File: src/rtl/core/pss_pkg.sv
// Shared types, control-word layout and microcode constants for the plucked-string synth.
package pss_pkg;

    localparam int STEP_W = 4;
    localparam int OP_W   = 4;
    localparam int COND_W = 4;

    // Datapath operations
    localparam logic [OP_W-1:0] OP_NOP      = 4'd0;
    localparam logic [OP_W-1:0] OP_LATCH    = 4'd1;
    localparam logic [OP_W-1:0] OP_SETUP    = 4'd2;
    localparam logic [OP_W-1:0] OP_OUT_CUR  = 4'd3;
    localparam logic [OP_W-1:0] OP_TAP      = 4'd4;
    localparam logic [OP_W-1:0] OP_TAP_END  = 4'd5;
    localparam logic [OP_W-1:0] OP_DIV_SUM  = 4'd6;
    localparam logic [OP_W-1:0] OP_DIV_CUR  = 4'd7;
    localparam logic [OP_W-1:0] OP_DIV_STEP = 4'd8;
    localparam logic [OP_W-1:0] OP_WRBACK   = 4'd9;
    localparam logic [OP_W-1:0] OP_LOAD_WR  = 4'd10;
    localparam logic [OP_W-1:0] OP_OUT_ZERO = 4'd11;

    // Jump conditions
    localparam logic [COND_W-1:0] C_NONE      = 4'd0;
    localparam logic [COND_W-1:0] C_ALWAYS    = 4'd1;
    localparam logic [COND_W-1:0] C_NO_ITEM   = 4'd2;
    localparam logic [COND_W-1:0] C_LOAD      = 4'd3;
    localparam logic [COND_W-1:0] C_ZERO_PER  = 4'd4;
    localparam logic [COND_W-1:0] C_OUT_BUSY  = 4'd5;
    localparam logic [COND_W-1:0] C_MODE1     = 4'd6;
    localparam logic [COND_W-1:0] C_NO_TAPS   = 4'd7;
    localparam logic [COND_W-1:0] C_MORE_TAPS = 4'd8;
    localparam logic [COND_W-1:0] C_DIV_BUSY  = 4'd9;

    // Microprogram addresses
    localparam logic [STEP_W-1:0] S_IDLE    = 4'd0;
    localparam logic [STEP_W-1:0] S_DISP    = 4'd1;
    localparam logic [STEP_W-1:0] S_PERCHK  = 4'd2;
    localparam logic [STEP_W-1:0] S_SETUP   = 4'd3;
    localparam logic [STEP_W-1:0] S_CUR     = 4'd4;
    localparam logic [STEP_W-1:0] S_MODECHK = 4'd5;
    localparam logic [STEP_W-1:0] S_TAPCHK  = 4'd6;
    localparam logic [STEP_W-1:0] S_TAP     = 4'd7;
    localparam logic [STEP_W-1:0] S_TAP_END = 4'd8;
    localparam logic [STEP_W-1:0] S_DIVSUM  = 4'd9;
    localparam logic [STEP_W-1:0] S_DIVCUR  = 4'd10;
    localparam logic [STEP_W-1:0] S_DIV     = 4'd11;
    localparam logic [STEP_W-1:0] S_WRBACK  = 4'd12;
    localparam logic [STEP_W-1:0] S_LOAD    = 4'd13;
    localparam logic [STEP_W-1:0] S_SILENT  = 4'd14;
    localparam logic [STEP_W-1:0] S_RETURN  = 4'd15;

    // Register indexes
    localparam logic [1:0] REG_PERIOD = 2'd0;
    localparam logic [1:0] REG_MODE   = 2'd1;
    localparam logic [1:0] REG_RATE   = 2'd2;

    localparam logic [12:0] PERIOD_RESET = 13'd0;
    localparam logic        MODE_RESET   = 1'b0;
    localparam logic [15:0] RATE_RESET   = 16'd512;

    typedef struct packed {
        logic [OP_W-1:0]   op;
        logic [COND_W-1:0] cond;
        logic [STEP_W-1:0] target;
    } ctrl_t;

    typedef struct packed {
        logic in_valid;
        logic is_load;
        logic zero_per;
        logic out_busy;
        logic mode1;
        logic no_taps;
        logic more_taps;
        logic div_busy;
    } stat_t;

    typedef struct packed {
        logic [12:0] period_length;
        logic        decay_mode;
        logic [15:0] decay_rate;
    } cfg_t;

endpackage

File: src/rtl/core/pss_seq.sv
// Microprogram sequencer: step counter, control ROM and conditional jumps.
module pss_seq
    import pss_pkg::*;
(
    input  logic  clk,
    input  logic  rst_n,
    input  stat_t stat,
    output ctrl_t ctrl,
    output logic  in_ready
);

    logic [STEP_W-1:0] step_reg;
    logic [STEP_W-1:0] step_next;
    logic              take;

    function automatic ctrl_t rom(input logic [STEP_W-1:0] s);
        ctrl_t w;
        unique case (s)
            S_IDLE:    w = '{OP_LATCH,    C_NO_ITEM,   S_IDLE};
            S_DISP:    w = '{OP_NOP,      C_LOAD,      S_LOAD};
            S_PERCHK:  w = '{OP_NOP,      C_ZERO_PER,  S_SILENT};
            S_SETUP:   w = '{OP_SETUP,    C_NONE,      S_IDLE};
            S_CUR:     w = '{OP_OUT_CUR,  C_OUT_BUSY,  S_CUR};
            S_MODECHK: w = '{OP_NOP,      C_MODE1,     S_DIVCUR};
            S_TAPCHK:  w = '{OP_NOP,      C_NO_TAPS,   S_TAP_END};
            S_TAP:     w = '{OP_TAP,      C_MORE_TAPS, S_TAP};
            S_TAP_END: w = '{OP_TAP_END,  C_NONE,      S_IDLE};
            S_DIVSUM:  w = '{OP_DIV_SUM,  C_ALWAYS,    S_DIV};
            S_DIVCUR:  w = '{OP_DIV_CUR,  C_NONE,      S_IDLE};
            S_DIV:     w = '{OP_DIV_STEP, C_DIV_BUSY,  S_DIV};
            S_WRBACK:  w = '{OP_WRBACK,   C_ALWAYS,    S_IDLE};
            S_LOAD:    w = '{OP_LOAD_WR,  C_ALWAYS,    S_IDLE};
            S_SILENT:  w = '{OP_OUT_ZERO, C_OUT_BUSY,  S_SILENT};
            S_RETURN:  w = '{OP_NOP,      C_ALWAYS,    S_IDLE};
        endcase
        return w;
    endfunction

    assign ctrl     = rom(step_reg);
    assign in_ready = (step_reg == S_IDLE);

    always_comb
    begin
        unique case (ctrl.cond)
            C_NONE:      take = 1'b0;
            C_ALWAYS:    take = 1'b1;
            C_NO_ITEM:   take = !stat.in_valid;
            C_LOAD:      take = stat.is_load;
            C_ZERO_PER:  take = stat.zero_per;
            C_OUT_BUSY:  take = stat.out_busy;
            C_MODE1:     take = stat.mode1;
            C_NO_TAPS:   take = stat.no_taps;
            C_MORE_TAPS: take = stat.more_taps;
            C_DIV_BUSY:  take = stat.div_busy;
            default:     take = 1'b0;
        endcase
        step_next = take ? ctrl.target : step_reg + 1'b1;
    end

    always_ff @(posedge clk or negedge rst_n)
    begin
        if (!rst_n)
        begin
            step_reg <= S_IDLE;
        end
        else
        begin
            step_reg <= step_next;
        end
    end

endmodule

File: config.mk
export PLATFORM = sky130hd
export DESIGN_NAME = pss_seq
export DESIGN_NICKNAME = d
export VERILOG_FILES = /design/src/rtl/core/pss_pkg.sv /design/src/rtl/core/pss_seq.sv
export SDC_FILE = /design/constraint.sdc
export NUM_CORES = 1
export LEC_CHECK = 0
export BUFFER_PORTS_ARGS = -buffer_cell sky130_fd_sc_hd__buf_2
export CAP_MARGIN = 20
export CORE_AREA = 10 10 49 51
export DETAILED_ROUTE_END_ITERATION = 8
export DIE_AREA = 0 0 59 61
export GPL_ROUTABILITY_DRIVEN = 0
export PLACE_DENSITY = 0.73
export SETUP_SLACK_MARGIN = 0.4
export SKIP_LAST_GASP = 1
export SYNTH_ARGS = -nofsm -noshare
export SYNTH_HDL_FRONTEND = slang
export SYNTH_SLANG_ARGS = --single-unit
File: constraint.sdc
create_clock -name clk -period 2.96 [get_ports clk]
set_input_delay 0.74 -clock clk [delete_from_list [all_inputs] [get_ports clk]]
set_output_delay 0.74 -clock clk [all_outputs]
set_load 0.05 [all_outputs]
==> impl_metrics.toml, run 1 <==
[floorplanning]
die_height_um = 61
floorplan.die_area_um2 = 3599
initial_utilization_pct = 45.66
die_w_um = 59
row_count = 14
pin_count = 23
core_area_um2 = 1471

[job]
timing.max_cap.violations = 0

[sta]
hold_ws_ps = 301.7
tns_ps = 0
grt_setup_unrepaired = "true"
skew_ps = 0.7342
max_clock_freq_mhz = 400.8
timing.final.ws_setup_ps = 464.8
final-hold-violation-count = 0
final_critical_path_time_including_i_o_delays_and_setup_ps = 2495
setup_viol = 0
worst_slew_pin_slew_ps = 409.3
slew-limit-headroom_pct = 72.71
layout_worst_path_cycle_share_pct = 84.30
timing.final.max_slew_violations = 0

[yosys]
adder_cell_area_share_of_the_yosys_netlist_pct = 13.04
synth_cells = 79
synth-compound-area-share_pct = 24.58
netlist-cell-type-count = 33
yosys-mux-area-fraction_pct = 13.41
yosysSeqAreaShare_pct = 14.90
edff_count_synth = 0
synth_fp_nets = 96
synth_area_um2 = 671.9
post_synthesis_share_of_cell_area_spent_on_xor_and_xnor_gates_pct = 2.607
synth-async-reset-ratio_pct = 100.0
main_combinational_cell_family_by_area_after_synthesis = "compound AO/OA/AOI/OAI gates"
ys_seq_elements = 4
synth.avg_cell_area_um2 = 8.505
yosysWarnings = 0
synthSimpleGateAreaFrac_pct = 19.37
synth-main-ff-cell = "sky130_fd_sc_hd__dfrtp_1"

[critical_path]
worstPathCellList = "buf_4 > ha_1 > ha_1 > mux2i_2 > inv_1 > buf_2"
cp-start-kind = "register"
timing.critical_path.slowest_cell_delay_ps = 420
path_max_fanout = 4
rrSetupSlack_ps = 580
critPathMostFrequentCell = "sky130_fd_sc_hd__ha_1"
r2r-start = "step_reg[0]$_DFF_PN0_"
crit-reg2reg-capture = "step_reg[2]$_DFF_PN0_"
timing.critical_path.slowest_stage_cell = "sky130_fd_sc_hd__dfrtp_2"
worst-endpoint-arrival_ps = 1760
timing.critical_path.required_ps = 2220
worstRegToRegCells = 9
setup.worst_path.end_class = "primary output"
criticalPathCategory = "register to primary output"

[clock_network]
clock_latency_ps = 230
cts-buffers-inserted = 3
cts_h_tree_depth = 1
clkTransAtPathRegs_ps = 40
root_buf_cell = "sky130_fd_sc_hd__clkbuf_4"
clkSinkCount = 4
cts_tree = "yes"
cts-root-to-sink-buffers = 2

[route]
drt_wl_total_um = 1706
initialDrtViolationCount = 15
drt-wirelength-per-cell_um = 14.22
drc = 0
first_pass_iters = 4
route.antenna.remaining_nets = 0
vias = 639
avgViaCountPerCell = 5.325

[global_route]
grt.met2_usage_pct = 14.41
track_usage_pct = 9.516
number_of_global_route_vias_before_repair = 618
global_route.overflow_total = 0
gr-max-usage-layer = "met2"
gr-usage-met1_pct = 11.70
grt_util_met3_pct = 2.923
grt_start_max_net_pins = 23
grt_antenna_before_repair = 0
first_pass_grt_wire_length_um = 2760

[finish]
n_fill_cell = 149
insertedDiodeCount = 0
finish.utilization_pct = 57.57
post_route_cells_drive_above_1_share_pct = 51.92
areaGrowthSynthToFinish_pct = 26.07
number_of_flip_flops_in_the_largest_register = 4
layout_commonest_cell = "sky130_fd_sc_hd__buf_2"
layout.nets = 123
layout_common_cells = "sky130_fd_sc_hd__buf_2 (18), sky130_fd_sc_hd__inv_1 (7), sky130_fd_sc_hd__ha_1 (6), sky130_fd_sc_hd__buf_4 (6)"

[placement]
place.port_buffers = 22
place_worst_setup_slack_ps = 349.0
hpwl_um = 1282

[worst_hold_path]
hp-class = "input port to async pin"

[outcome]
run_status = "completed"
## timing repair
action | CTS | global route
setup endpoints to repair | 9 | 6
hold endpoints to repair | 0 | 0
buffers inserted | 3 | 1
hold buffers | 0 | 0
resized for setup | 5 | 11
pin swaps | 0 | 2
## layer usage
layer	part of all wire, %	routed length, um
met1	44	752
met5	0	0
met2	46	783
met4	1.7	29
met3	8.2	140
## how the worst max path moves through the flow
stage	start	cells after the start	slack [ps]	endpoint
2_1_floorplan	step_reg[0]$_DFF_PN0_	4	420	ctrl[3]
6_report	step_reg[0]$_DFF_PN0_	6	460	ctrl[7]
3_5_place_dp	step_reg[0]$_DFF_PN0_	9	350	step_reg[0]$_DFF_PN0_
3_3_place_gp	step_reg[0]$_DFF_PN0_	9	440	step_reg[2]$_DFF_PN0_
5_1_grt	step_reg[0]$_DFF_PN0_	6	390	ctrl[3]
4_1_cts	step_reg[1]$_DFF_PN0_	6	400	ctrl[4]
## Yosys cell counts (2+ instances only)
master                     number  area, um2
sky130_fd_sc_hd__ha_1           7      87.58
sky130_fd_sc_hd__inv_1          7      26.28
sky130_fd_sc_hd__a21oi_1        5      25.02
sky130_fd_sc_hd__nor2_1         5      18.77
sky130_fd_sc_hd__dfrtp_1        4      100.1
sky130_fd_sc_hd__mux2_4         4      60.06
sky130_fd_sc_hd__nand2_1        4      15.01
sky130_fd_sc_hd__o21ai_0        4      20.02
sky130_fd_sc_hd__a31oi_1        3      18.77
sky130_fd_sc_hd__and2_4         3      26.28
sky130_fd_sc_hd__buf_6          3      33.78
sky130_fd_sc_hd__mux2i_1        3      30.03
sky130_fd_sc_hd__o21ai_1        3      15.01
sky130_fd_sc_hd__inv_2          2      7.510
sky130_fd_sc_hd__nand2b_1       2      12.51
sky130_fd_sc_hd__o21ai_2        2      17.52
sky130_fd_sc_hd__xnor2_1        2      17.52
## area by class of cell
type,count,area (um2),area share (%)
clock buffer,3,22.52,2.659
inverter,9,33.78,3.988
multi-input combinational,62,511.7,60.41
sequential,4,105.1,12.41
tap,16,20.02,2.363
timing repair buffer,26,153.9,18.17
## cell families (layout without fill, tap and decap cells)
logic type,Yosys count,count (layout)
DFF,4,4
adders and majority gates,7,7
and+or+nand+nor,22,22
xor gates and xnor gates,2,2
AOI/OAI and AO/OA,24,24
buffers and inverters,13,38
muxes,7,7
## metrics by stage
stage	instance area, um2	std cells
after floorplan	676.9	79
after global placement	759.5	113
after detailed placement	759.5	113
after CTS	812.0	119
after global routing	847.1	120
final	847.1	120
## critical path: cells and delay by family, from the launching register on
| family | cells | cell delay, ps |
|---|---|---|
| DFF | 1 | 420 |
| buffers and inverters | 3 | 440 |
| adders and majority gates | 2 | 460 |
| muxes | 1 | 200 |
Power of run 1 is not shown: default switching activity piles up to over one toggle a cycle in this logic, so the estimate is an artifact.
==> run 2: changes to the inputs <==
--- a/config.mk
+++ b/config.mk
@@ -7,11 +7,11 @@
 export LEC_CHECK = 0
 export BUFFER_PORTS_ARGS = -buffer_cell sky130_fd_sc_hd__buf_2
 export CAP_MARGIN = 20
-export CORE_AREA = 10 10 49 51
+export CORE_AREA = 10 10 51 53
 export DETAILED_ROUTE_END_ITERATION = 8
-export DIE_AREA = 0 0 59 61
+export DIE_AREA = 0 0 61 63
 export GPL_ROUTABILITY_DRIVEN = 0
-export PLACE_DENSITY = 0.73
+export PLACE_DENSITY = 0.7
 export SETUP_SLACK_MARGIN = 0.4
 export SKIP_LAST_GASP = 1
 export SYNTH_ARGS = -nofsm -noshare
==> constraint.sdc (replaced) <==
create_clock -name clk -period 2.2 [get_ports clk]
set_input_delay 0.55 -clock clk [delete_from_list [all_inputs] [get_ports clk]]
set_output_delay 0.55 -clock clk [all_outputs]
set_load 0.05 [all_outputs]
==> impl_metrics.toml, run 2 (synthesized netlist as in run 1, its figures left out) <==
[outcome]
run_status = "finished, violations left"
failed_checks = "negative setup slack"

[floorplanning]
die_w_um = 61
row_count = 15
floorplan.die_area_um2 = 3843
initial_utilization_pct = 40.68
pin_count = 23
core_area_um2 = 1652
die_height_um = 63

[sta]
grt_setup_unrepaired = "true"
layout_worst_path_cycle_share_pct = 105.5
hold_ws_ps = 83.75
timing.final.max_slew_violations = 0
final_critical_path_time_including_i_o_delays_and_setup_ps = 2321
tns_ps = -610.1
skew_ps = 9.443
worst_slew_pin_slew_ps = 241.8
timing.final.ws_setup_ps = -120.6
max_clock_freq_mhz = 430.9
setup_viol = 8
slew-limit-headroom_pct = 83.85
final-hold-violation-count = 0

[clock_network]
cts-buffers-inserted = 3
cts-root-to-sink-buffers = 2
clkTransAtPathRegs_ps = 50
cts_tree = "yes"
root_buf_cell = "sky130_fd_sc_hd__clkbuf_4"
clock_latency_ps = 260
cts_h_tree_depth = 1
postCtsHoldBufs = 0
clkSinkCount = 4

[route]
drc = 0
route.antenna.remaining_nets = 0
drt_wl_total_um = 2563
initialDrtViolationCount = 16
vias = 798
first_pass_iters = 4
avgViaCountPerCell = 5.285
drt-wirelength-per-cell_um = 16.97

[finish]
layout.nets = 152
number_of_flip_flops_in_the_largest_register = 4
layout_commonest_cell = "sky130_fd_sc_hd__buf_4"
multi_input_comb_area_um2 = 715.7
insertedDiodeCount = 0
finish.utilization_pct = 84.47
post_route_cells_drive_above_1_share_pct = 79.10
layout_common_cells = "sky130_fd_sc_hd__buf_4 (27), sky130_fd_sc_hd__buf_6 (13), sky130_fd_sc_hd__buf_2 (9)"
fin_area_um2 = 1395
seqCellArea_um2 = 105.1
n_fill_cell = 94
areaGrowthSynthToFinish_pct = 107.6

[worst_hold_path]
hp-class = "input port to async pin"

[placement]
hpwl_um = 1608
placed_cell_area_um2 = 978.4
place.port_buffers = 22

[critical_path]
timing.critical_path.required_ps = 1650
cp-start-kind = "register"
setup.worst_path.end_class = "primary output"
criticalPathCategory = "register to primary output"
path_max_fanout = 5
worstRegToRegCells = 10
worst-endpoint-arrival_ps = 1770

[global_route]
number_of_global_route_vias_before_repair = 838
first_pass_grt_wire_length_um = 3698
grt_start_max_net_pins = 11
grt_antenna_before_repair = 0
global_route.overflow_total = 0
track_usage_pct = 12.13

[job]
timing.max_cap.violations = 0
## run 2: final timing paths
path	end	startpoint	slack, ps
worst max-delay path	ctrl[4]	step_reg[1]$_DFF_PN0_	-120
worst min-delay path	step_reg[1]$_DFF_PN0_	rst_n	80
worst max register to register	step_reg[3]$_DFF_PN0_	step_reg[1]$_DFF_PN0_	-100
worst min register to register	step_reg[0]$_DFF_PN0_	step_reg[0]$_DFF_PN0_	950
max in group asynchronous	step_reg[0]$_DFF_PN0_	rst_n	1970
min in group clk	step_reg[1]$_DFF_PN0_	stat[2]	930
## run 2: area by class of cell
cell class                 count  area share [%]
multi-input combinational     62           51.30
timing repair buffer          55           34.53
sequential                     4           7.534
inverter                       9           3.229
clock buffer                   4           1.883
tap                           17           1.525
## run 2: timing repair
action / in CTS / in global routing
endpoints found under the hold margin: 0 / 0
setup buffers: 10 / 5
pin swaps: 7 / 7
setup endpoints to repair: 17 / 17
gates resized for setup: 44 / 22
## run 2: worst max-delay path: stages (launching register included)
cell                         delay [ps]
sky130_fd_sc_hd__dfrtp_2            460
sky130_fd_sc_hd__inv_4              100
sky130_fd_sc_hd__ha_4               120
sky130_fd_sc_hd__or3b_1             340
sky130_fd_sc_hd__and2_4             160
sky130_fd_sc_hd__buf_6              110
sky130_fd_sc_hd__clkinvlp_4          70
sky130_fd_sc_hd__buf_8              140
## run 2: metrics by stage
stage          worst slack [ps]  instances
2_1_floorplan            -52.63         79
3_3_place_gp              4.356        132
3_5_place_dp             -40.66        132
4_1_cts                  -88.00        146
5_1_grt                  -179.0        151
6_report                 -120.6        151
## run 2: metal layers
metal  GRT usage, %  vias to the layer above  share of wire (%)  wire length (um)
li1               -                      383                  -                 -
met2          21.81                       25                 53              1359
met3          3.455                        8                6.0               154
met4          6.593                        0                2.9                75
met5              0                        -                  0                 0
met1          11.52                      382                 38               973
Power of run 2 is left out for the same reason.
